`src/rtl/lps_pkg.sv`:
```
// ---------------------------------------------------------------------------
// lps_pkg
// Types and constants for the line point stepper.
// ---------------------------------------------------------------------------
`default_nettype none

package lps_pkg;

    localparam int COORD_BITS = 12;
    localparam int WIDE_BITS  = COORD_BITS + 1;

    typedef logic [COORD_BITS-1:0] coord_t;
    typedef logic [WIDE_BITS-1:0]  wide_t;

    typedef enum logic
    {
        OP_LOAD = 1'b0,
        OP_STEP = 1'b1
    } opcode_t;

    typedef enum logic [1:0]
    {
        DIR_NONE = 2'd0,
        DIR_POS  = 2'd1,
        DIR_NEG  = 2'd3
    } dir_t;

    typedef struct packed
    {
        opcode_t opcode;
        coord_t  start_x;
        coord_t  start_y;
        coord_t  end_x;
        coord_t  end_y;
    } cmd_t;

    typedef struct packed
    {
        coord_t point_x;
        coord_t point_y;
        logic   last_point;
        logic   no_line;
    } pt_t;

    function automatic coord_t axis_move(input coord_t pos, input dir_t dir);
        coord_t res;
        begin
            case (dir)
                DIR_POS: res = pos + coord_t'(1);
                DIR_NEG: res = pos - coord_t'(1);
                default: res = pos;
            endcase
            return res;
        end
    endfunction

endpackage

`default_nettype wire

```
`src/rtl/line_point_stepper.sv`:
```
// ---------------------------------------------------------------------------
// line_point_stepper
// Pull-driven line rasterizer: load a segment, then pull one point per step.
// ---------------------------------------------------------------------------
// A step request's point is captured in the result register on the clock after it is taken.
// One request per cycle while no step stalls; the whole error update of both axes is
//   combinational between the line state and the result register.
// Step requests stall only while a point sits in the result register unclaimed;
//   loads are taken regardless.
// Reset: line state clears to idle, result register empties.
`default_nettype none

module line_point_stepper
(
    input  wire logic          clk,
    input  wire logic          rst_n,
    input  wire logic          cmd_valid,
    output logic               cmd_stall,
    input  wire lps_pkg::cmd_t cmd,
    output logic               pt_valid,
    input  wire logic          pt_stall,
    output lps_pkg::pt_t       pt
);

    lps_pkg::coord_t cur_x_reg, cur_x_next;
    lps_pkg::coord_t cur_y_reg, cur_y_next;
    lps_pkg::wide_t  err_x_reg, err_x_next;
    lps_pkg::wide_t  err_y_reg, err_y_next;
    lps_pkg::coord_t abs_dx_reg, abs_dx_next;
    lps_pkg::coord_t abs_dy_reg, abs_dy_next;
    lps_pkg::coord_t major_len_reg, major_len_next;
    lps_pkg::wide_t  points_left_reg, points_left_next;
    lps_pkg::dir_t   dir_x_reg, dir_x_next;
    lps_pkg::dir_t   dir_y_reg, dir_y_next;
    logic            active_reg, active_next;

    logic            pt_valid_reg, pt_valid_next;
    lps_pkg::pt_t    pt_reg, pt_next;

    logic            accept;
    logic            is_step;
    logic            last;
    lps_pkg::wide_t  major_w;
    lps_pkg::wide_t  ex_sum, ey_sum;
    lps_pkg::coord_t ldx, ldy, lmajor;
    lps_pkg::dir_t   ldir_x, ldir_y;

    assign is_step   = (cmd.opcode == lps_pkg::OP_STEP);
    assign cmd_stall = pt_valid_reg && pt_stall && is_step;
    assign accept    = cmd_valid && !cmd_stall;
    assign last      = (points_left_reg <= lps_pkg::wide_t'(1));
    assign major_w   = {1'b0, major_len_reg};
    assign ex_sum    = err_x_reg + {1'b0, abs_dx_reg};
    assign ey_sum    = err_y_reg + {1'b0, abs_dy_reg};

    // load setup
    always_comb
    begin
        if (cmd.end_x > cmd.start_x)
        begin
            ldx    = cmd.end_x - cmd.start_x;
            ldir_x = lps_pkg::DIR_POS;
        end
        else if (cmd.end_x < cmd.start_x)
        begin
            ldx    = cmd.start_x - cmd.end_x;
            ldir_x = lps_pkg::DIR_NEG;
        end
        else
        begin
            ldx    = '0;
            ldir_x = lps_pkg::DIR_NONE;
        end
        if (cmd.end_y > cmd.start_y)
        begin
            ldy    = cmd.end_y - cmd.start_y;
            ldir_y = lps_pkg::DIR_POS;
        end
        else if (cmd.end_y < cmd.start_y)
        begin
            ldy    = cmd.start_y - cmd.end_y;
            ldir_y = lps_pkg::DIR_NEG;
        end
        else
        begin
            ldy    = '0;
            ldir_y = lps_pkg::DIR_NONE;
        end
        lmajor = (ldx > ldy) ? ldx : ldy;
    end

    always_comb
    begin
        cur_x_next       = cur_x_reg;
        cur_y_next       = cur_y_reg;
        err_x_next       = err_x_reg;
        err_y_next       = err_y_reg;
        abs_dx_next      = abs_dx_reg;
        abs_dy_next      = abs_dy_reg;
        major_len_next   = major_len_reg;
        points_left_next = points_left_reg;
        dir_x_next       = dir_x_reg;
        dir_y_next       = dir_y_reg;
        active_next      = active_reg;
        pt_valid_next    = pt_valid_reg && pt_stall;
        pt_next          = pt_reg;

        if (accept)
        begin
            if (!is_step)
            begin
                abs_dx_next      = ldx;
                abs_dy_next      = ldy;
                dir_x_next       = ldir_x;
                dir_y_next       = ldir_y;
                major_len_next   = lmajor;
                err_x_next       = {1'b0, ldx};
                err_y_next       = {1'b0, ldy};
                cur_x_next       = cmd.start_x;
                cur_y_next       = cmd.start_y;
                points_left_next = {1'b0, lmajor} + lps_pkg::wide_t'(1);
                active_next      = 1'b1;
            end
            else if (!active_reg)
            begin
                pt_valid_next = 1'b1;
                pt_next       = '{point_x: '0, point_y: '0, last_point: 1'b0,
                                  no_line: 1'b1};
            end
            else
            begin
                pt_valid_next = 1'b1;
                pt_next       = '{point_x: cur_x_reg, point_y: cur_y_reg,
                                  last_point: last, no_line: 1'b0};
                if (ex_sum > major_w)
                begin
                    err_x_next = ex_sum - major_w;
                    cur_x_next = lps_pkg::axis_move(cur_x_reg, dir_x_reg);
                end
                else
                begin
                    err_x_next = ex_sum;
                end
                if (ey_sum > major_w)
                begin
                    err_y_next = ey_sum - major_w;
                    cur_y_next = lps_pkg::axis_move(cur_y_reg, dir_y_reg);
                end
                else
                begin
                    err_y_next = ey_sum;
                end
                if (last)
                begin
                    points_left_next = '0;
                    active_next      = 1'b0;
                end
                else
                begin
                    points_left_next = points_left_reg - lps_pkg::wide_t'(1);
                end
            end
        end
    end

    always_ff @(posedge clk or negedge rst_n)
    begin
        if (!rst_n)
        begin
            cur_x_reg       <= '0;
            cur_y_reg       <= '0;
            err_x_reg       <= '0;
            err_y_reg       <= '0;
            abs_dx_reg      <= '0;
            abs_dy_reg      <= '0;
            major_len_reg   <= '0;
            points_left_reg <= '0;
            dir_x_reg       <= lps_pkg::DIR_NONE;
            dir_y_reg       <= lps_pkg::DIR_NONE;
            active_reg      <= 1'b0;
            pt_valid_reg    <= 1'b0;
        end
        else
        begin
            cur_x_reg       <= cur_x_next;
            cur_y_reg       <= cur_y_next;
            err_x_reg       <= err_x_next;
            err_y_reg       <= err_y_next;
            abs_dx_reg      <= abs_dx_next;
            abs_dy_reg      <= abs_dy_next;
            major_len_reg   <= major_len_next;
            points_left_reg <= points_left_next;
            dir_x_reg       <= dir_x_next;
            dir_y_reg       <= dir_y_next;
            active_reg      <= active_next;
            pt_valid_reg    <= pt_valid_next;
        end
    end

    always_ff @(posedge clk)
    begin
        pt_reg <= pt_next;
    end

    assign pt_valid = pt_valid_reg;
    assign pt       = pt_reg;

    a_active_count: assert property (@(posedge clk) disable iff (!rst_n)
        active_reg == (points_left_reg != '0))
        else $error("active flag and point count disagree");

    a_end_on_last: assert property (@(posedge clk) disable iff (!rst_n)
        $fell(active_reg) |-> $past(accept && is_step && last))
        else $error("line ended without a last point");

    a_last_ends: assert property (@(posedge clk) disable iff (!rst_n)
        accept && is_step && active_reg && last |=> !active_reg)
        else $error("line still active after its last point");

    a_no_line_zero: assert property (@(posedge clk) disable iff (!rst_n)
        pt_valid_reg && pt_reg.no_line |->
            pt_reg.point_x == '0 && pt_reg.point_y == '0 && !pt_reg.last_point)
        else $error("idle result carries a point");

endmodule

`default_nettype wire

```
`config.mk`:
```
export PLATFORM = sky130hd
export DESIGN_NAME = line_point_stepper
export DESIGN_NICKNAME = d
export VERILOG_FILES = /design/src/rtl/lps_pkg.sv /design/src/rtl/line_point_stepper.sv
export SDC_FILE = /design/constraint.sdc
export NUM_CORES = 1
export LEC_CHECK = 0
export ABC_CLOCK_PERIOD_IN_PS = 5500
export BUFFER_PORTS_ARGS = -buffer_cell sky130_fd_sc_hd__buf_2
export CAP_MARGIN = 20
export CORE_UTILIZATION = 55
export DETAILED_ROUTE_END_ITERATION = 10
export GPL_TIMING_DRIVEN = 1
export HOLD_SLACK_MARGIN = 0.05
export PLACE_DENSITY = 0.82
export SYNTH_ARGS = -nofsm -noshare
export SYNTH_HDL_FRONTEND = slang
export SYNTH_SLANG_ARGS = --single-unit
```
`constraint.sdc`:
```
create_clock -name clk -period 5.5 [get_ports clk]
set_input_delay 0.55 -clock clk [delete_from_list [all_inputs] [get_ports clk]]
set_output_delay 0.55 -clock clk [all_outputs]
set_load 0.02 [all_outputs]
```
==> key figures <==
Detailed routing
  – Number of DRC markers in iteration 0: 905
  – Drt drc: 0
  – Antenna Nets Post-Route: 0
  – First drt pass iteration count: 7
  – Via density: 6.253
  – Wirelength, routed: 33.23 mm
  – Vias: 11140
  – Routed WL per cell: 18.66 microns

Placed design
  – Final GP Congestion: 0.9214
  – Placed wire-length estimate: 24.68 mm
  – Port bufs: 80
  – Pre-CTS WS: -0.02994 ns
  – Area after DPL: 0.01271 sq mm

GRT
  – Largest net degree at the start of global routing: 62
  – Grt ovf: 0
  – First-pass GRT wire length: 54.59 mm
  – Vias in the first global route: 11060
  – Total track usage: 31.36%
  – Initial antenna violation count: 2

Cells and area
  – Final #Nets: 1683
  – Fillers: 1759
  – Max reg flops: 26
  – Design Area, Final: 0.01331 sq mm
  – P&R area growth vs syn: 12.68%
  – Layout cells sized above 1: 13.90%

Timing
  – Worst Clk Skew: 0.01292 ns
  – Fin crit share: 93.21%
  – Slew Limit Fails: 0
  – Setup Viol. Count Final: 0
  – Setup ws final: 0.3737 ns
  – Worst-Margin Slew: 1.053 ns
  – Final-report hold violation count: 0
  – Fmax: 195.1 MHz
  – WHS: 0.2379 ns
  – Worst relative slew slack: 29.80%
  – Final Critical Period: 5.126 ns
  – RSZ-0062 raised after global routing: false

Clock tree
  – Clock transition at path regs: 0.06 ns
  – TritonCTS clock tree: done
  – # clock sinks: 131
  – Worst-case clock buffer depth: 2
  – CTS Buf Count: 17
  – Worst skew pair latency: 0.44 ns
  – # Post-CTS Setup Buffers: 0
  – H-tree levels: 4
  – Root buf cell: clkbuf_16

Yosys
  – Mean Syn Cell Area: 8.439 sq um
  – Most common library cells after synthesis: 129 x ha_1, 129 x nand2_1, 114 x inv_1
  – Synthesized flop and latch total: 131
  – Share of the synthesized area in the top cell type: 22.24%
  – Ys Warns: 0
  – Netlist cell types: 86
  – Ys flop type: dfrtp_1
  – Synth area leader: dfrtp_1
  – Mapped Cells: 1400
  – Post-synthesis sequential area ratio: 28.85%
  – Synth Cell Area: 0.01182 sq mm
  – Number of synthesized flops with an enable pin: 26
  – Syn Nets: 1592
  – Async SR Flop Fraction: 80.15%
  – Area contributors post-synth: dfrtp_1 22%, ha_1 14%, edfxtp_1 6.6%

Setup path
  – Slowest library cell on the worst path: or4_1
  – Crit path DAT: 5.41 ns
  – Most used cell, CP: inv_1
  – Type of origin of the critical path: input port
  – Max stage delay on crit path: 0.50 ns
  – CP Max Fanout: 5
  – R2r endpoint: err_x_reg[0]
  – Worst R2R Start: err_x_reg[0]
  – Worst Reg-to-Reg Cells: 17
  – WS Path Type: in2reg
  – Worst R2R Setup Slack: 0.74 ns
  – Nature of the critical path endpoint: register
  – Required time of the worst setup path: 5.78 ns

Outcome
  – Outcome: complete, no violations

Pwr
  – Pwr dens: 644.4 mW/mm^2
  – Leak Pwr: 6.357 nW
  – Total power: 8.579 mW
  – Peak supply drop: 354.5 uV

Min path
  – Worst min-delay path category: in2async

Floorplanning
  – # rows: 53
  – Die Ht: 148.6 microns
  – Die extent in x: 148.6 microns
  – Initial core utilization: 56.20%
  – I/O pin cnt: 81
  – Core box area: 0.02102 sq mm
  – Die area: 0.02207 sq mm

Flow run
  – # Max-Cap Violations: 0
==> critical path, delay by kind of cell <==
kind,cells,cell delay (ns)
compound gates,11,1.90
xor+xnor,1,0.16
fa+ha+maj,4,1.08
buf+inv,5,0.38
simple gates,5,1.33
==> logic make-up (layout without fill, tap and decap cells) <==
kind of cell / count (synthesis) / after routing / synth area share, %
fa+ha+maj: 139 / 139 / 15.36
simple gates: 418 / 418 / 17.24
other cells: 0 / 2 / 0
xor+xnor: 65 / 65 / 4.818
flops: 131 / 131 / 28.85
mux: 49 / 49 / 4.532
compound gates: 426 / 426 / 23.47
buf+inv: 172 / 276 / 5.740
==> worst max path at each step <==
stage                  from             endpoint  slack (ns)
global route        cmd[13]  points_left_reg[10]       0.005
global placement    cmd[12]   points_left_reg[8]        0.14
CTS                 cmd[12]  points_left_reg[10]        0.43
finish              cmd[12]   points_left_reg[8]        0.37
floorplan           cmd[12]  points_left_reg[10]        0.02
detailed placement  cmd[12]  points_left_reg[10]       -0.03
==> area by class of cell <==
cell class / count / area, sq um / share of cell area, %
clock inverters: 12 / 117.6 / 0.8835
multi-input cells: 1097 / 7776 / 58.41
inverters: 117 / 439.2 / 3.299
diodes: 2 / 5.005 / 0.03759
flip-flops and latches: 131 / 3408 / 25.60
well taps: 275 / 344.1 / 2.585
repair buffers: 127 / 755.7 / 5.677
clock buffers: 20 / 466.7 / 3.506
==> layer usage <==
layer  global-route usage [%]  wire [microns]  part of all wire [%]  vias up
met2                    52.45           15750                    47      429
met4                    15.52            1198                   3.6        0
met1                    38.49           14070                    42     5394
li1                         -               -                     -     5225
met5                        0               0                     0        -
met3                    6.166            2209                   6.6       88
==> layout by cell type, fill, tap and decap left out, types with 17 or more instances in the layout <==
master / count
ha_1: 129
nand2_1: 128
inv_1: 114
a21oi_1: 110
dfrtp_1: 105
o21ai_0: 96
nor2_1: 88
buf_2: 79
buf_4: 48
a21o_1: 47
xnor2_1: 45
nor3_1: 40
mux2i_1: 33
and2_1: 26
edfxtp_1: 26
nand3_1: 24
xor2_1: 20
nor2b_1: 20
nand4_1: 19
o21a_1: 17
clkbuf_16: 17
==> per-stage QoR <==
| stage | setup TNS, ns | util, % | cells |
|---|---|---|---|
| after global routing | 0 | 63.33 | 1781 |
| after CTS | 0 | 63.25 | 1779 |
| after detailed placement | -0.03797 | 60.47 | 1747 |
| after floorplan | 0 | - | 1400 |
| final | 0 | 63.33 | 1781 |
| after global placement | 0 | 60.47 | 1747 |
==> timing repair <==
action	4_1_cts	5_1_grt
setup endpoints to repair	0	5
resized for setup	0	4
hold buffers	0	0
==> report_power, final <==
part | total [mW] | leakage (nW) | internal (mW) | switching, mW
Sequential | 1.59 | 1.51 | 1.35 | 0.240
Clock | 1.15 | 0.285 | 0.665 | 0.486
Combinational | 5.84 | 4.56 | 2.55 | 3.29
(Power assumes the default switching activity.)
